==> src/rtl/gaussian_blur_downsample_3x_macros.svh <==
// Assertion helpers for the top-level RTL file.
`ifndef GAUSSIAN_BLUR_DOWNSAMPLE_3X_MACROS_SVH
`define GAUSSIAN_BLUR_DOWNSAMPLE_3X_MACROS_SVH

// Same-cycle implication, sampled on clk, off during rst.
`define GBD_ASSERT_NOW(label, ante, cons, msg) \
  label: assert property (@(posedge clk) disable iff (rst) (ante) |-> (cons)) \
    else $error(msg);

// Next-cycle implication, sampled on clk, off during rst.
`define GBD_ASSERT_NEXT(label, ante, cons, msg) \
  label: assert property (@(posedge clk) disable iff (rst) (ante) |=> (cons)) \
    else $error(msg);

`endif

==> src/rtl/gbd_pkg.sv <==
package gbd_pkg;

  localparam int CH_BITS    = 16;
  localparam int ACC_BITS   = CH_BITS + 4;
  localparam int CFG_BITS   = 10;
  localparam int IN_DATA_W  = 48;
  localparam int OUT_DATA_W = 72;
  localparam int FIR_ACC_W  = 33;
  localparam int NUM_TAPS   = 5;
  localparam logic [CH_BITS-1:0] CH_MAX = {CH_BITS{1'b1}};

  localparam logic [14:0] GAUSS_TAPS [NUM_TAPS] = '{15'd7871, 15'd15329, 15'd19209,
                                                    15'd15329, 15'd7871};

  // ceil(2^23 / 9): exact quotient for every block sum plus rounding bias
  localparam int DIV9_SHIFT = 23;
  localparam logic [19:0] DIV9_RECIP = 20'd932068;

  typedef logic [CH_BITS-1:0]  chan_t;
  typedef chan_t [2:0]         rgb_t;
  typedef chan_t [NUM_TAPS-1:0] win_t;
  typedef win_t [2:0]          rgb_win_t;
  typedef logic [ACC_BITS-1:0] acc_t;
  typedef acc_t [2:0]          accs_t;

  typedef enum logic {
    REG_OUT_WIDTH  = 1'b0,
    REG_OUT_HEIGHT = 1'b1
  } reg_idx_t;

endpackage

==> src/rtl/gbd_fir.sv <==
module gbd_fir (
  input  logic              clk,
  input  logic              rst,
  input  logic              start,
  input  gbd_pkg::rgb_win_t win,
  output logic              busy,
  output logic              done,
  output gbd_pkg::rgb_t     result
);
  import gbd_pkg::*;

  rgb_win_t               wreg;
  logic [2:0]             k;
  logic                   fin;
  logic [FIR_ACC_W-1:0]   acc  [3];
  logic [FIR_ACC_W-1:0]   rnd  [3];
  logic [30:0]            prod [3];

  always_comb begin
    for (int ch = 0; ch < 3; ch++) begin
      prod[ch] = 31'(GAUSS_TAPS[k]) * 31'(wreg[ch][k]);
      rnd[ch]  = acc[ch] + FIR_ACC_W'(32768);
    end
  end

  // one tap a cycle on all three channels, then round and saturate
  always_ff @(posedge clk) begin
    if (rst) begin
      busy <= 1'b0;
      fin  <= 1'b0;
      done <= 1'b0;
      k    <= '0;
    end else begin
      done <= 1'b0;
      if (start) begin
        busy <= 1'b1;
        k    <= '0;
        wreg <= win;
        for (int ch = 0; ch < 3; ch++) acc[ch] <= '0;
      end else if (busy) begin
        for (int ch = 0; ch < 3; ch++) acc[ch] <= acc[ch] + FIR_ACC_W'(prod[ch]);
        if (k == 3'(NUM_TAPS - 1)) begin
          busy <= 1'b0;
          fin  <= 1'b1;
        end else begin
          k <= k + 3'd1;
        end
      end
      if (fin) begin
        fin  <= 1'b0;
        done <= 1'b1;
        for (int ch = 0; ch < 3; ch++) begin
          if (rnd[ch][FIR_ACC_W-1:16] > (FIR_ACC_W-16)'(CH_MAX)) result[ch] <= CH_MAX;
          else result[ch] <= rnd[ch][16 +: CH_BITS];
        end
      end
    end
  end

endmodule
==> config.mk <==
export PLATFORM = sky130hd
export DESIGN_NAME = gbd_fir
export DESIGN_NICKNAME = d
export VERILOG_FILES = /design/src/rtl/gaussian_blur_downsample_3x_macros.svh /design/src/rtl/gbd_pkg.sv /design/src/rtl/gbd_fir.sv
export SDC_FILE = /design/constraint.sdc
export NUM_CORES = 2
export LEC_CHECK = 0
export BUFFER_PORTS_ARGS = -buffer_cell sky130_fd_sc_hd__buf_2
export CORE_MARGIN = 2
export CORE_UTILIZATION = 35
export DETAILED_ROUTE_END_ITERATION = 10
export PLACE_DENSITY_LB_ADDON = 0.3
export SYNTH_ARGS = -nofsm -noshare
export SYNTH_HDL_FRONTEND = slang
export SYNTH_SLANG_ARGS = --single-unit
==> constraint.sdc <==
create_clock -name clk -period 46.7 [get_ports clk]
set_clock_uncertainty 0.15 [all_clocks]
set_input_delay 14.01 -clock clk [delete_from_list [all_inputs] [get_ports clk]]
set_output_delay 14.01 -clock clk [all_outputs]
set_load 0.01 [all_outputs]
# ---- After elaboration in Yosys (flattened, before gate mapping)
# Memory sizes are Yosys's and may differ from the RTL's.
# Cells that the tools add are included.
dict set report word_totals {
  reg_bits 294
  mem_bits_rw 99
  rom_bits 120
  input_bits 243
  out_inout_bits 50
  wordCells 75
  n_memories 2
}
dict set report classes {
  add_sub_neg 7
  n_mul 3
  n_lt_le_gt_ge 5
  eq_ne 1
  mux 23
  bitwise 7
  n_reduce_logical 5
}
# name depth word_bits rd rd_clocked_by_memory_dff wr line_no
set mem_list {}
lappend mem_list {{(no name shown)} 8 15 1 0 0 gbd_fir.sv:21} ;# prod[ch] = 31'(GAUSS_TAPS[k]) * 31'(wreg[ch][k]);
lappend mem_list {acc 3 33 3 0 3 gbd_fir.sv:15} ;# logic [FIR_ACC_W-1:0] acc [3];
# cell n
set op_table {}
lappend op_table {{$bmux 16 s3} 3}
lappend op_table {{$add 33x16->33 const B} 3}
lappend op_table {{$add 33x31->33} 3}
lappend op_table {{$mux 33} 3}
lappend op_table {{$mul 15x16->31} 3}
lappend op_table {{$gt 17x16->1 const B} 3}
lappend op_table {{$mux 16} 3}
lappend op_table {{$mux 15} 2}
lappend op_table {{$mux 1} 12}
lappend op_table {{$reduce_and 2->1} 3}
lappend op_table {{$ge 4x4->1 const B} 1}
lappend op_table {{$lt 3x4->1 const B} 1}
lappend op_table {{$not 3->4} 1}
lappend op_table {{$reduce_or 4->1} 1}
lappend op_table {{$add 3x1->3 const B} 1}
lappend op_table {{$eq 3x3->1 const B} 1}
lappend op_table {{$not 1->1} 3}
lappend op_table {{$or 1x1->1} 3}
lappend op_table {{$reduce_or 2->1} 1}

# ---- Depth between registers and ports, before layout
dict set report depth {
  word_depth 7
  ltp_mapped 34
}

# ---- Worst setup path after synthesis
# OpenSTA, ideal clock, no wires.
dict set report synth_timing {
  kind {in2reg}
  startpoint {input rst}
  endpoint {memory acc[0][0] (enable)}
  setup_time_ps 469
  arrival_ps 27429
  required_time_ps 46081
  path_slack_ps 18652
  cell_stages 2
  n_path_buf 0
  path_cell_list {nor2b_1 > nand2b_1}
}
# element line_no
set synth_lines {}
lappend synth_lines {{from (decl)} gbd_fir.sv:3} ;# input logic rst,
lappend synth_lines {{to (decl)} gbd_fir.sv:15}

==> flow_summary_export.csv <==
group,metric,value,unit
logic_synthesis,synth_area,39900,µm²
clocking,clkTransAtPathRegs,60,ps
clocking,cts_max_level,2,
min_path,hold_depth,1,
global_route,track_usage,0.186,
critical_path,critPathLaunchType,"primary input",
min_path,hp-class,"reg2reg",
logic_synthesis,ys_ff_latch,393,
sta,worst_pin_slew,1500,ps
final_layout,drive_above_1_share,0.125,
clocking,cts_resized,0,
routing,num_vias,26300,
routing,post_drt_wl_per_cell,18.8,µm
clocking,cts_tree,"done",
routing,post-route-drc-count,0,
final_layout,regArea,11800,µm²
routing,dr.pass1.iters,5,
global_route,overflow,0,
critical_path,cp-end-kind,"register",
logic_synthesis,synth_area_per_cell,10.8,µm²
global_route,grt_pass1_vias,29000,
floorplan,initial_core_util,0.354,
critical_path,worstPathRequired,46820,ps
final_layout,fin_util,0.398,
final_layout,multi_input_area,24300,µm²
sta,min_period,16300,ps
logic_synthesis,synthArstFlopShare,0,
logic_synthesis,ys_seq_area_frac,0.294,
logic_synthesis,synth_nets,4889,
sta,setup_viol,0,
clocking,insertion_delay,680,ps
routing,viasPerCell,4.76,
sta,tns,0,ps
critical_path,critPathMaxFanout,53,
placed_design,port-buffer-count,292,
outcome,status,"completed",
logic_synthesis,yosys_warnings,0,
placed_design,place_hpwl,84.3,mm
critical_path,arrival,16420,ps
logic_synthesis,synth-edff-count,387,
clocking,cts.sinks,393,
global_route,antenna_found_initial,4,
critical_path,r2r_cells,27,
sta,drv_slew,0,
placed_design,dpl.cell_count,5430,
logic_synthesis,ys_types,72,
global_route,grt_pass1_wl,166,mm
clocking,cts_buffer_depth,3,
logic_synthesis,synth_top_flop_cell,"edfxtp_1",
clocking,postCtsHoldBufs,0,
sta,hold_viol,0,
floorplan,rows,123,
floorplan,io_pins,293,
routing,drt_iter0_markers,1599,
placed_design,globalplace.congestion,0.905,
final_layout,stdcell_count,5530,
routing,wl,104,mm
run,drv_cap,0,
global_route,grt_max_degree,193,
floorplan,die_x,342,µm
final_layout,final_nets,5166,
floorplan,coreArea,113000,µm²
clocking,numCtsBuffers,52,
placed_design,place_area,43200,µm²
sta,rsz0062_at_grt,"no",
sta,slew_headroom,0.00329,
sta,clock.fmax,0.0613,GHz
final_layout,n_fill_cell,11100,
sta,fin_crit_sh,0.349,
routing,ant_nets,0,
final_layout,fin_area,45000,µm²
final_layout,synthToLayoutAreaGrowth,12.6,%
clocking,cts_setup_buffers,0,
logic_synthesis,post_synth_inst_count,3707,
clocking,cts_root_buf,"clkbuf_16",
floorplan,die_height,342,µm
floorplan,dieArea,117000,µm²
critical_path,setup.worst_path.class,"in2reg",
[final cells by class]
type / instances / area share
antenna: 2 / 0.000111
clock buffer: 56 / 0.0293
clock inverter: 42 / 0.0105
inverter: 959 / 0.0801
multi-input combinational: 2261 / 0.540
sequential: 393 / 0.261
tap: 1500 / 0.0418
timing repair buffer: 317 / 0.0370
[cell usage after synthesis, types with 3 or more instances]
| library cell | count | area [µm²] |
|---|---|---|
| nand4_1 | 20 | 125 |
| a211oi_1 | 13 | 97.6 |
| a2111o_1 | 3 | 33.8 |
| xor2_1 | 58 | 508 |
| mux2i_1 | 37 | 370 |
| a22o_1 | 5 | 43.8 |
| o21ai_0 | 37 | 185 |
| nor3b_1 | 6 | 45.0 |
| and2_1 | 5 | 31.3 |
| nand2b_1 | 10 | 62.6 |
| a221oi_2 | 3 | 45.0 |
| a31o_2 | 4 | 35.0 |
| o21bai_1 | 8 | 60.1 |
| o21a_1 | 47 | 353 |
| o211ai_1 | 11 | 82.6 |
| and3_1 | 32 | 200 |
| clkbuf_1 | 60 | 225 |
| dfxtp_1 | 6 | 120 |
| nand3_1 | 39 | 195 |
| mux4_2 | 14 | 315 |
| buf_1 | 14 | 52.6 |
| nor2b_1 | 11 | 68.8 |
| a22oi_1 | 11 | 82.6 |
| xnor2_1 | 74 | 648 |
| buf_2 | 19 | 95.1 |
| or2_2 | 8 | 50.1 |
| nor2_1 | 289 | 1080 |
| edfxtp_1 | 387 | 11600 |
| nor4_1 | 4 | 25.0 |
| a31oi_1 | 19 | 119 |
| nor3_1 | 24 | 120 |
| mux2_2 | 34 | 383 |
| and4_1 | 5 | 43.8 |
| a21oi_1 | 105 | 526 |
| o211a_1 | 3 | 30.0 |
| a211o_1 | 3 | 26.3 |
| inv_1 | 942 | 3540 |
| fa_1 | 620 | 12400 |
| a21o_1 | 39 | 293 |
| inv_2 | 17 | 63.8 |
| ha_1 | 319 | 3990 |
| o21ai_1 | 18 | 90.1 |
| nand2_1 | 286 | 1070 |
[final timing paths]
kind                            slack, ps         end  startpoint
worst min register to register        380         fin         fin
worst max-delay path                30400  acc[0][82]         rst
worst min-delay path                  380         fin         fin
worst max register to register      37150  acc[0][32]        k[1]
[critical path, cell delays in order]
cell and delay (ps):
buf_2 160, nor2_1 130, buf_4 240, nand2_4 360, nand2b_4 750, buf_4 650
[placed cells by master (no fill, tap or decap), types with 47 or more instances in the layout]
| cell type | synthesis | final |
|---|---|---|
| xnor2_1 | 74 | 74 |
| edfxtp_1 | 387 | 387 |
| clkbuf_16 | 0 | 52 |
| ha_1 | 319 | 319 |
| a21oi_1 | 105 | 105 |
| inv_1 | 942 | 942 |
| fa_1 | 620 | 620 |
| buf_2 | 19 | 292 |
| nand2_1 | 286 | 283 |
| xor2_1 | 58 | 58 |
| nor2_1 | 289 | 287 |
| o21a_1 | 47 | 47 |
[routing by layer]
layer | part of all wire | global-route usage
met4 | 0.028 | 0.0517
met1 | 0.42 | 0.239
met5 | 0 | 0
met3 | 0.056 | 0.0315
met2 | 0.50 | 0.323
[cell families after synthesis]
logic type,count (synthesis),share of synthesized area
flops,393,0.294
compound gates,359,0.0602
xor+xnor,132,0.0290
simple gates,746,0.0796
fa+ha+maj,939,0.411
buf+inv,1053,0.0997
mux,85,0.0268
[sequential cells by signal (all words and copies together), names as in the netlist]
signal,count
acc,99
fin,1
busy,1
wreg,240
done,1
k,3
result,48
[stage by stage]
stage / worst slack, ps / hold slack, ps
after detailed placement: 29750 / 366
after CTS: 30440 / 375
after global placement: 29790 / 362
after global routing: 30230 / 383
after floorplan: 18650 / 255
final: 30400 / 378
Power is left out: the tool's default activity adds up to more than one toggle a clock period on the data nets, which glitch-free logic cannot reach.
